### config.mk
export PLATFORM = sky130hd
export DESIGN_NAME = mfc_div
export DESIGN_NICKNAME = d
export VERILOG_FILES = /design/src/rtl/core/mfc_div.sv
export SDC_FILE = /design/constraint.sdc
export NUM_CORES = 2
export LEC_CHECK = 0
export BUFFER_PORTS_ARGS = -buffer_cell sky130_fd_sc_hd__buf_2
export CORE_MARGIN = 8
export CORE_UTILIZATION = 55
export DETAILED_ROUTE_END_ITERATION = 8
export PLACE_DENSITY = 0.73
export SETUP_SLACK_MARGIN = 0.3
export SYNTH_ARGS = -nofsm -noshare
export SYNTH_HDL_FRONTEND = slang
export SYNTH_MEMORY_MAX_BITS = 65536
export SYNTH_SLANG_ARGS = --single-unit
### constraint.sdc
create_clock -name aclk -period 3.7 [get_ports aclk]
set_clock_uncertainty 0.05 [all_clocks]
set_input_delay 0.185 -clock aclk [delete_from_list [all_inputs] [get_ports aclk]]
set_output_delay 0.185 -clock aclk [all_outputs]
set_load 0.05 [all_outputs]
### src/rtl/core/mfc_div.sv
// ----------------------------------------------------------------------------
// mfc_div
// Pipelined restoring divider, one quotient bit per stage, with sideband.
// ----------------------------------------------------------------------------
`default_nettype none

module mfc_div #(
    parameter int NW = 39,
    parameter int DW = 23,
    parameter int PW = 2
) (
    input  wire logic          aclk,
    input  wire logic          aresetn,
    input  wire logic          en,
    input  wire logic          in_valid,
    input  wire logic [NW-1:0] in_num,
    input  wire logic [DW-1:0] in_den,
    input  wire logic [PW-1:0] in_pay,
    output logic               out_valid,
    output logic [NW-1:0]      out_quo,
    output logic [PW-1:0]      out_pay
);

    logic          vld_reg [NW];
    logic [DW-1:0] rem_reg [NW];
    logic [DW-1:0] den_reg [NW];
    logic [NW-1:0] num_reg [NW];
    logic [NW-1:0] quo_reg [NW];
    logic [PW-1:0] pay_reg [NW];

    for (genvar k = 0; k < NW; k++) begin : g_stage
        logic          cur_vld;
        logic [DW-1:0] cur_rem;
        logic [DW-1:0] cur_den;
        logic [NW-1:0] cur_num;
        logic [NW-1:0] cur_quo;
        logic [PW-1:0] cur_pay;
        logic [DW:0]   trial;
        logic [DW:0]   diff;
        logic          fits;

        if (k == 0) begin : g_first
            assign cur_vld = in_valid;
            assign cur_rem = '0;
            assign cur_den = in_den;
            assign cur_num = in_num;
            assign cur_quo = '0;
            assign cur_pay = in_pay;
        end else begin : g_next
            assign cur_vld = vld_reg[k-1];
            assign cur_rem = rem_reg[k-1];
            assign cur_den = den_reg[k-1];
            assign cur_num = num_reg[k-1];
            assign cur_quo = quo_reg[k-1];
            assign cur_pay = pay_reg[k-1];
        end

        // bring down the next numerator bit, subtract if it fits
        assign trial = {cur_rem, cur_num[NW-1-k]};
        assign diff  = trial - {1'b0, cur_den};
        assign fits  = ~diff[DW];

        always_ff @(posedge aclk) begin
            if (!aresetn) begin
                vld_reg[k] <= 1'b0;
            end else if (en) begin
                vld_reg[k] <= cur_vld;
            end
        end

        always_ff @(posedge aclk) begin
            if (en) begin
                rem_reg[k] <= fits ? diff[DW-1:0] : trial[DW-1:0];
                quo_reg[k] <= {cur_quo[NW-2:0], fits};
                den_reg[k] <= cur_den;
                num_reg[k] <= cur_num;
                pay_reg[k] <= cur_pay;
            end
        end
    end

    assign out_valid = vld_reg[NW-1];
    assign out_quo   = quo_reg[NW-1];
    assign out_pay   = pay_reg[NW-1];

endmodule

`default_nettype wire
# Word level (Yosys, flattened, before mapping)
# Memories as Yosys holds them, arrays and structs flattened.
# Cells that the tools add are included.
# word_totals
reg_bits,0
output_inout_bits,42
ramBits,4953
wordCells,206
mem_count,6
in_bits,68
# op_classes
n_bitwise,78
n_mux,83
add_sub_neg,39
# mem_list
name,words,word_bits,rd,rd_clocked_by_memory_dff,write_ports,line_no,rtl
num_reg,39,39,38,0,39,27,logic [NW-1:0] num_reg [NW];
quo_reg,39,39,39,0,39,28,logic [NW-1:0] quo_reg [NW];
den_reg,39,23,38,0,39,26,logic [DW-1:0] den_reg [NW];
rem_reg,39,23,38,0,39,25,logic [DW-1:0] rem_reg [NW];
pay_reg,39,2,39,0,39,29,logic [PW-1:0] pay_reg [NW];
vld_reg,39,1,39,0,39,24,logic vld_reg [NW];
# op_table
cell,count
$sub A24 B23 Y24,38
$mux W23,39
$mux W1,44
$not A1 Y1,39
$or A1 B1 Y1,39
$sub A1 B23 Y24,1

# Logic depth before layout (Yosys ltp)
# depth
depth_word,4
mapped_depth,16
depth_no_buf,14

# Worst setup path before layout
# OpenSTA, ideal clock, no wires.
# synth_timing
path_type,register -> register
start,"memory num_reg[35][2], in the netlist num_reg[4][119]"
end,"memory rem_reg[36][22], in the netlist rem_reg[4][114] (data pin)"
setup_ns,0.271
n_path_buf,0
path_stages_with_launch,15
synth_period_minus_slack_ns,3.452
slack_ns,0.248
arrival_ns,3.131
required_ns,3.379
path_cell_list,edfxtp_1 -> inv_1 -> ha_1 -> inv_1 -> fa_1 -> a21o_1 -> a31oi_1 -> o21ai_0 -> a2111oi_1 -> o21ai_0 -> a311oi_1 -> o21ai_1 -> a31oi_1 -> xor2_1 -> a21oi_1
# synth_lines
element,line_no
from (decl),27
to (decl),25

==> summary.md <==
| Metric | Value |
|---|---|
| Status | `complete, no violations` |
| Starting Density | `55.33%` |
| Crit path kind | `flip-flop to flip-flop` |
| Die Y | `548.9 um` |
| Proportion of synthesized area in mux cells | `5.858%` |
| Worst Setup Slack, final | `0.04345 ns` |
| Vias in the first global route | `91,630` |
| Yosys reg bits | `3,386` |
| Initial antenna violation count | `3` |
| Antenna-violating nets left | `0` |
| Nets | `13,110` |
| CTS max path bufs | `4` |
| P&R area growth vs syn | `18.19%` |
| Largest net degree at the start of global routing | `116` |
| Clock Latency Late Sink | `0.92 ns` |
| Max IR drop VDD | `0.4884 mV` |
| Rel. slew slack | `34.76%` |
| Post-synthesis simple-gate area fraction | `5.050%` |
| Root buffer cell | `clkbuf_16` |
| Synthesized-area fraction occupied by ao, oa, aoi and oai cells | `9.163%` |
| Die footprint | `301,300 um^2` |
| Startpoint class of the critical path | `flip-flop` |
| RSZ-0062 raised after global routing | `yes` |
| Number of library cell types mapped by synthesis | `92` |
| EDFF count, synth | `3,385` |
| Hold violation count in the final report | `0` |
| Avg WL per Cell | `20.50 um` |
| FF-to-FF setup slack | `0.04 ns` |
| First-pass GRT wire length | `504,300 um` |
| FP Rows | `195` |
| Max_cap viols | `0` |
| Final Max Tran Viols | `0` |
| Crit path max fanout | `6` |
| Core area | `282,300 um^2` |
| CTS tree | `done` |
| Data arrival time of the critical path | `4.25 ns` |
| CTS Buf Count | `348` |
| H-tree lvl count | `5` |
| DRC | `0` |
| Cells after synthesis | `10,990` |
| Final GP Congestion | `0.9133` |
| Post-synth top flop | `edfxtp_1` |
| Final count of negative-setup-slack endpoints | `0` |
| Layout cells sized above 1 | `20.64%` |
| Fill count | `19,640` |
| Ys async rst share | `0%` |
| Vias | `91,090` |
| DRT iter0 DRCs | `6,345` |
| Clock Pin Slew Worst Setup and Hold Paths | `0.06 ns` |
| Syn Area/Cell | `14.21 um^2` |
| XOR/XNOR Fraction of Synth Area | `4.111%` |
| Synth Warn # | `0` |
| Grt total ovfl | `0` |
| DR vias/cell | `5.635` |
| Die width | `548.9 um` |
| Largest family of logic cells by synthesized area | `compound AO/OA/AOI/OAI gates` |
| Cell Pwr Density | `939.1 nW/um^2` |
| I/O pins | `110` |
| Post-DP HPWL | `215,500 um` |
| Fmax | `0.2735 GHz` |
| Post-Route WL | `331,400 um` |
| Leakage | `73.25 nW` |
| CTS Sinks | `3,386` |
| Slew @ Worst Pin | `0.9539 ns` |
| Mapped Area | `156,200 um^2` |
| # port buffers | `109` |
| Pre-CTS WS | `-0.1267 ns` |
| CP endpoint kind | `flip-flop` |
| Gr usage total | `20.81%` |
| Worst min-delay path category | `primary input to flip-flop` |
| Post-Synth Adder-Cell Area | `7.484%` |
| Seq/Total Area, Yosys | `65.10%` |
| Total iterations of the first detailed-routing run | `8` |
| CP required | `4.29 ns` |
| Total power | `0.1733 W` |
| Post-route minimum period | `3.657 ns` |
| Period utilization | `98.83%` |
==> path summary, 6_finish.rpt <==
kind                             startpoint                         to  cells after the start
setup / recovery  rem_reg[2][104]$_DFFE_PP_  rem_reg[2][129]$_DFFE_PP_                     13
hold / removal                   in_num[38]    rem_reg[0][0]$_DFFE_PP_                      4
setup reg to reg  rem_reg[2][104]$_DFFE_PP_  rem_reg[2][129]$_DFFE_PP_                     13
hold reg to reg   num_reg[0][225]$_DFFE_PP_  num_reg[0][264]$_DFFE_PP_                      0
==> report_power, final <==
part | switching [W] | internal (W) | total, W
Sequential | 0.00495 | 0.0537 | 0.0587
Clock | 0.0147 | 0.0202 | 0.0349
Combinational | 0.0385 | 0.0413 | 0.0798
Total | 0.0582 | 0.115 | 0.173
==> layout make-up <==
class,instances,area [um^2],share of cell area (%)
Sequential cell,3386,101700,55.08
Multi-Input combinational cell,6305,53120,28.78
Timing Repair Buffer,946,9442,5.115
Clock buffer,421,9174,4.970
Tap cell,3743,4683,2.537
Inverter,1145,4305,2.332
Clock inverter,215,2178,1.180
Antenna cell,4,10.01,0.005423
==> kinds of logic (layout without fill, tap and decap cells) <==
family	Yosys count	after routing
flops	3386	3386
compound gates	2217	2217
simple gates	1624	1624
buf+inv	1309	2727
fa+ha+maj	912	912
mux	814	814
xor+xnor	728	728
other cells	1	14
==> through the flow <==
| step | utilization (%) | setup TNS (ns) | hold slack (ns) | instances | area [um^2] |
|---|---|---|---|---|---|
| floorplan | - | 0 | 0.2339 | 11000 | 156200 |
| global placement | 58.22 | -1.840 | 0.3120 | 15020 | 164400 |
| detailed placement | 58.22 | -4.090 | 0.3134 | 15020 | 164400 |
| CTS | 63.84 | 0 | 0.08768 | 15960 | 180200 |
| global route | 65.39 | -1.192 | 0.1565 | 16160 | 184600 |
| finish | 65.39 | 0 | 0.1656 | 16170 | 184600 |
==> layer usage <==
| layer | global-route usage, % | wire length [um] |
|---|---|---|
| met5 | 0 | 0 |
| met4 | 6.424 | 10430 |
| met3 | 2.728 | 14020 |
| met2 | 36.43 | 166500 |
| met1 | 27.11 | 140400 |
==> Yosys cell counts (all sizes together) (26+ instances only) <==
cell,number,area share [%]
a21oi,724,2.3
and3,111,0.44
mux2,749,5.4
o311ai,30,0.17
buf,69,0.25
clkbuf,95,0.23
o211ai,40,0.19
o21ai,374,1.2
a21o,385,1.9
o31ai,50,0.24
o21a,105,0.50
edfxtp,3385,65
a31oi,120,0.54
nand3,173,0.55
a211oi,60,0.33
mux2i,65,0.42
nand2,390,0.94
nand2b,77,0.31
nor3,80,0.26
nor2b,96,0.38
ha,875,7.0
fa,37,0.47
o21bai,126,0.61
a221oi,26,0.15
nand3b,26,0.12
xnor2,513,2.9
nor2,459,1.1
inv,1145,2.8
xor2,215,1.2
nand4,80,0.32
==> layout by cell type (no fill, tap or decap), drive strengths merged, types with 80 or more instances in the layout <==
master	n
a21o	385
a21oi	724
a31oi	120
and3	111
buf	788
clkbuf	447
clkinv	154
dlygate4sd3	131
edfxtp	3385
ha	875
inv	1154
mux2	749
nand2	390
nand3	173
nand4	80
nor2	459
nor2b	96
nor3	80
o21a	105
o21ai	374
o21bai	126
xnor2	513
xor2	215
==> worst max-delay path, cell delays in order (launching register included) <==
cell       delay (ns)
edfxtp_1         0.42
ha_1             0.34
and3_4           0.19
and3_1           0.20
a32oi_1          0.19
nand2_1          0.14
a211oi_4         0.26
o31ai_2          0.09
buf_4            0.14
a221o_1          0.33
a21oi_2          0.24
xnor2_4          0.22
clkbuf_16        0.25
mux2_4           0.30
==> repair_timing <==
action / 4_1_cts / 5_1_grt
setup endpoints to repair: 775 / 825
hold buffers: 131 / 0
hold endpoints to repair: 154 / 0
buffers inserted: 150 / 169
gates cloned: 25 / 35
gates resized for setup: 306 / 541
pin swaps: 133 / 215
No activity file was read; power rests on OpenSTA's default activity.
